==> config.mk <==
export PLATFORM = sky130hd
export DESIGN_NAME = lh_luma
export DESIGN_NICKNAME = d
export VERILOG_FILES = /design/src/sv/lh_pkg.sv /design/src/sv/lh_luma.sv
export SDC_FILE = /design/constraint.sdc
export NUM_CORES = 1
export LEC_CHECK = 0
export BUFFER_PORTS_ARGS = -buffer_cell sky130_fd_sc_hd__buf_2
export CORE_ASPECT_RATIO = 0.6
export CORE_MARGIN = 3
export CORE_UTILIZATION = 40
export DETAILED_ROUTE_END_ITERATION = 8
export PLACE_DENSITY_LB_ADDON = 0.12
export SLEW_MARGIN = 10
export SYNTH_ARGS = -nofsm -noshare
export SYNTH_HDL_FRONTEND = slang
export SYNTH_SLANG_ARGS = --single-unit
==> constraint.sdc <==
create_clock -name vclk -period 10.1
set_clock_uncertainty 0.05 [all_clocks]
set_input_delay 1.01 -clock vclk [all_inputs]
set_output_delay 1.01 -clock vclk [all_outputs]
set_load 0.1 [all_outputs]
==> src/sv/lh_pkg.sv <==
// ----------------------------------------------------------------------------
// Luma histogram package
// Shared widths, luma weights, function codes and the bin store write request.
// ----------------------------------------------------------------------------
`default_nettype none

package lh_pkg;

  localparam int CountWidth = 24;
  localparam int OutWidth   = 24;
  localparam int ColorWidth = 8;
  localparam int BinWidth   = 8;
  localparam int BinDepth   = 1 << BinWidth;
  localparam int LumaFrac   = 16;
  localparam int SumWidth   = LumaFrac + ColorWidth;

  localparam logic [LumaFrac-1:0] LumaKr = 16'd19595;
  localparam logic [LumaFrac-1:0] LumaKg = 16'd38470;
  localparam logic [LumaFrac-1:0] LumaKb = 16'd7471;

  localparam logic FuncAccum = 1'b0;
  localparam logic FuncRead  = 1'b1;

  typedef logic [CountWidth-1:0] count_t;
  typedef logic [OutWidth-1:0]   out_count_t;
  typedef logic [ColorWidth-1:0] color_t;
  typedef logic [BinWidth-1:0]   bin_t;

  localparam count_t CountMax = '1;

  typedef struct packed {
    logic   en;
    bin_t   addr;
    count_t data;
  } wr_req_t;

endpackage

`default_nettype wire

==> src/sv/lh_luma.sv <==
// ----------------------------------------------------------------------------
// Luma converter
// BT.601 weighted sum with 16 fractional bits, truncated to 8-bit luma.
// ----------------------------------------------------------------------------
`default_nettype none

module lh_luma (
  input  lh_pkg::color_t red_i,
  input  lh_pkg::color_t green_i,
  input  lh_pkg::color_t blue_i,
  output lh_pkg::bin_t   luma_o
);
  import lh_pkg::*;

  logic [SumWidth-1:0] sum;

  assign sum = SumWidth'(LumaKr) * SumWidth'(red_i)
             + SumWidth'(LumaKg) * SumWidth'(green_i)
             + SumWidth'(LumaKb) * SumWidth'(blue_i);

  assign luma_o = sum[SumWidth-1 -: BinWidth];

endmodule

`default_nettype wire

Yosys cells after proc, flatten, opt, wreduce, memory -nomap -nowiden
Cells that the tools add are included.
{"block": "op_classes", "add_sub_neg": 2, "multipliers": 3}
{"op": "multiplier 15 x 8 -> 23 bit (first input constant)", "n": 2}
{"op": "adder 23 x 24 -> 24 bit", "n": 1}
{"op": "adder 24 x 21 -> 24 bit", "n": 1}
{"op": "multiplier 13 x 8 -> 21 bit (first input constant)", "n": 1}
{"block": "totals", "output_inout_bits": 8, "word_cells": 5, "regBits": 0}

Longest topological paths before layout
{"block": "logic_depth", "depth_word": 3, "ltp_mapped": 28, "ltp_nobuf": 28}

Worst setup path after synthesis
OpenSTA, ideal clock, no wires.
{"block": "synth_path", "kind": "in2out", "startpoint": "input green_i[6]", "endpoint": "output luma_o[6]", "arrival_time_ns": 8.230, "cell_stages": 24, "setup_slack_ns": 0.810, "cell_sequence": "inv_1 -> ha_1 -> ha_1 -> or2_2 -> fa_1 -> fa_1 -> ha_1 -> a21o_1 -> a21oi_1 -> nand2_1 -> xor2_1 -> fa_1 -> fa_1 -> inv_1 -> fa_1 -> fa_1 -> inv_1 -> ha_1 -> nand4_1 -> o311ai_4 -> a21oi_4 -> o21ai_2 -> nand2_1 -> xnor2_1"}
{"block": "synth_via", "elab_chain_cells": 3}
{"item": "from (decl)", "line_no": "lh_luma.sv:9", "source": "input lh_pkg::color_t green_i,"}
{"item": "multiplier 15 x 8 -> 23 bit", "line_no": "lh_luma.sv:18", "source": "+ SumWidth'(LumaKg) * SumWidth'(green_i)"}
{"item": "adder 23 x 24 -> 24 bit", "line_no": "lh_luma.sv:18"}
{"item": "adder 24 x 21 -> 24 bit", "line_no": "lh_luma.sv:19", "source": "+ SumWidth'(LumaKb) * SumWidth'(blue_i);"}
{"item": "to (decl)", "line_no": "lh_luma.sv:11", "source": "output lh_pkg::bin_t luma_o"}
Every way passes these cells.

Worst setup path in the final report
{"block": "layout_path", "startpoint": "input green_i[6]", "endpoint": "output luma_o[7]"}
Same word-level chain as after synthesis.

==> metrics.txt <==
highest fanout seen on the critical path=7; final hold violation count=0; CP Depth=26; Max Fclk=112 MHz; most common cell after layout, fill and taps aside=sky130_fd_sc_hd__inv_1; aggregate global-route resource usage=17.5%; via count of the first global-routing pass=4,357; Antenna Cells=0; Post-CTS Setup Repair Bufs=0; hold path startpoint=green_i[7]; initial antenna violation count=0; routed via count=3,958; number of clock buffers in the layout=0; most frequent CP cell=sky130_fd_sc_hd__fa_1; syn_nets=909; register area=0 µm²; count of final setup violators=0; distinct cell type count of the synthesized netlist=39; Crit Path Class=input port to output port; starting density of the core=41.2%; Slew headroom=66.5%; required time at the endpoint of the critical path=9.04 ns; I/O pins=32; time the final worst path needs with I/O delays and setup=8.96 ns; routed wirelength normalized by instance count=15.9 µm; arrival time reported for the critical path endpoint=7.90 ns; vias per cell=4.71; quantity of gates resized following cts=0; relative area change from synthesis to final layout=6.76%; maximum number of pins on one net before global-route repair=9; gate family responsible for the most delay along the worst path=adder cells; hold depth=6; height of the chip=101 µm; final RePlAce weighted congestion=0.817; per-instance average area after synthesis=9.87 µm²; maximum cell stage delay along the critical path=0.56 ns; share of synthesized area occupied by flip-flops and latches=0%; final-layout fill cell count=1,462; Total Nets Final=943; warnings from Yosys=0; seq_cells=0; DP HPWL=12,700 µm; buffers and inverters on the worst path=5; number of design rule violations left after detail routing=0; run status=finished, final reports clean; number of hold-repair buffers added at the cts stage=0; Core Region=0.0146 mm²; final core occ=44.0%; overflow left after global routing=0; Area contributors post-synth=sky130_fd_sc_hd__fa_1 (39%), sky130_fd_sc_hd__ha_1 (32%), sky130_fd_sc_hd__inv_1 (13%), sky130_fd_sc_hd__xnor2_1 (2.2%), sky130_fd_sc_hd__a21o_1 (1.4%); crit path max-delay cell type=sky130_fd_sc_hd__fa_1; end point of the worst hold path=luma_o[7]; fraction of layout cells with a size suffix above 1=8.24%; max-slew violation count=0; quantity of I/O buffers inserted on ports=32; kind of end point of the critical path=output port; Yosys top cell by area=sky130_fd_sc_hd__fa_1; total die area=0.0166 mm²; First-pass DRT Iterations=4; period utilization=88.8%; commonest cells after routing, fill and taps aside=sky130_fd_sc_hd__inv_1 (210), sky130_fd_sc_hd__ha_1 (156), sky130_fd_sc_hd__fa_1 (118); summed instance area of the synthesized netlist=0.00603 mm²; routed wire length=13,400 µm; DRC marker count from the first detailed-route iteration=181; Die X-Extent=165 µm; CP Launch Type=input port; row cnt=34; post-route ant nets=0; first-pass GRT wire length=22,600 µm; number of max-capacitance violations reported=0; Mapped Cells=611; total negative setup slack=0 ns; min-delay worst type=input port to output port; share of Yosys cell area claimed by the top area cell type=39.2%; transition time at the pin with the least slew margin=0.501 ns; setup repair after global routing missed its margin=false
[worst max-delay path by stage]
stage	startpoint	to	slack, ns
finish	green_i[6]	luma_o[7]	1.14
global route	green_i[6]	luma_o[7]	0.83
CTS	green_i[6]	luma_o[7]	1.15
detailed placement	green_i[6]	luma_o[7]	1.20
global placement	green_i[6]	luma_o[7]	1.31
floorplan	green_i[6]	luma_o[6]	0.81
[cell usage after synthesis, types with 2 or more instances]
library cell and instances:
sky130_fd_sc_hd__inv_1 210, sky130_fd_sc_hd__ha_1 156, sky130_fd_sc_hd__fa_1 118, sky130_fd_sc_hd__xnor2_1 15, sky130_fd_sc_hd__a21oi_1 13, sky130_fd_sc_hd__nand2_1 13
sky130_fd_sc_hd__a21o_1 11, sky130_fd_sc_hd__nor2_1 9, sky130_fd_sc_hd__xor2_1 9, sky130_fd_sc_hd__nand4_1 5, sky130_fd_sc_hd__a21oi_2 4, sky130_fd_sc_hd__o21ai_0 4
sky130_fd_sc_hd__a31oi_1 3, sky130_fd_sc_hd__nand2b_1 3, sky130_fd_sc_hd__nand3_1 3, sky130_fd_sc_hd__nor2b_1 3, sky130_fd_sc_hd__o21a_1 3, sky130_fd_sc_hd__or2_2 3
sky130_fd_sc_hd__a211oi_1 2, sky130_fd_sc_hd__and3_1 2, sky130_fd_sc_hd__o211ai_1 2, sky130_fd_sc_hd__o21ai_1 2, sky130_fd_sc_hd__o21ai_2 2
[cell type report]
type	instances	area, µm²	share of cell area [%]
repair buffers	32	160	2.49
well taps	198	248	3.85
inverters	210	788	12.2
multi-input cells	401	5240	81.4
[kinds of logic (layout without fill, tap and decap cells)]
| family | count (synthesis) | count (layout) | share of synthesized area, % |
|---|---|---|---|
| AO/OA/AOI/OAI | 59 | 59 | 8.20 |
| buffers and inverters | 210 | 242 | 13.1 |
| adder cells (fa/ha/maj) | 274 | 274 | 71.6 |
| XOR/XNOR | 24 | 24 | 3.49 |
| AND/OR/NAND/NOR | 44 | 44 | 3.69 |
[stage by stage]
stage          instance area [µm²]  instances  hold WS (ns)  setup slack [ns]
5_1_grt                       6440        841          3.06             0.829
6_report                      6440        841          3.00              1.14
4_1_cts                       6440        841          3.01              1.15
3_5_place_dp                  6440        841          3.00              1.20
2_1_floorplan                 6030        611          2.76             0.810
3_3_place_gp                  6440        841          3.01              1.31
[per-layer routing]
layer | part of all wire, % | GRT usage [%] | wire length [µm] | vias to the layer above
met5 | 0 | 0 | 0 | -
met4 | 0.082 | 0 | 11 | 0
met3 | 3.9 | 1.44 | 525 | 2
met2 | 40 | 26.0 | 5280 | 51
met1 | 56 | 29.1 | 7530 | 1955
li1 | - | - | - | 1950
Power is left out: the tool's default activity adds up to more than one toggle a clock period on the data nets, which glitch-free logic cannot reach.
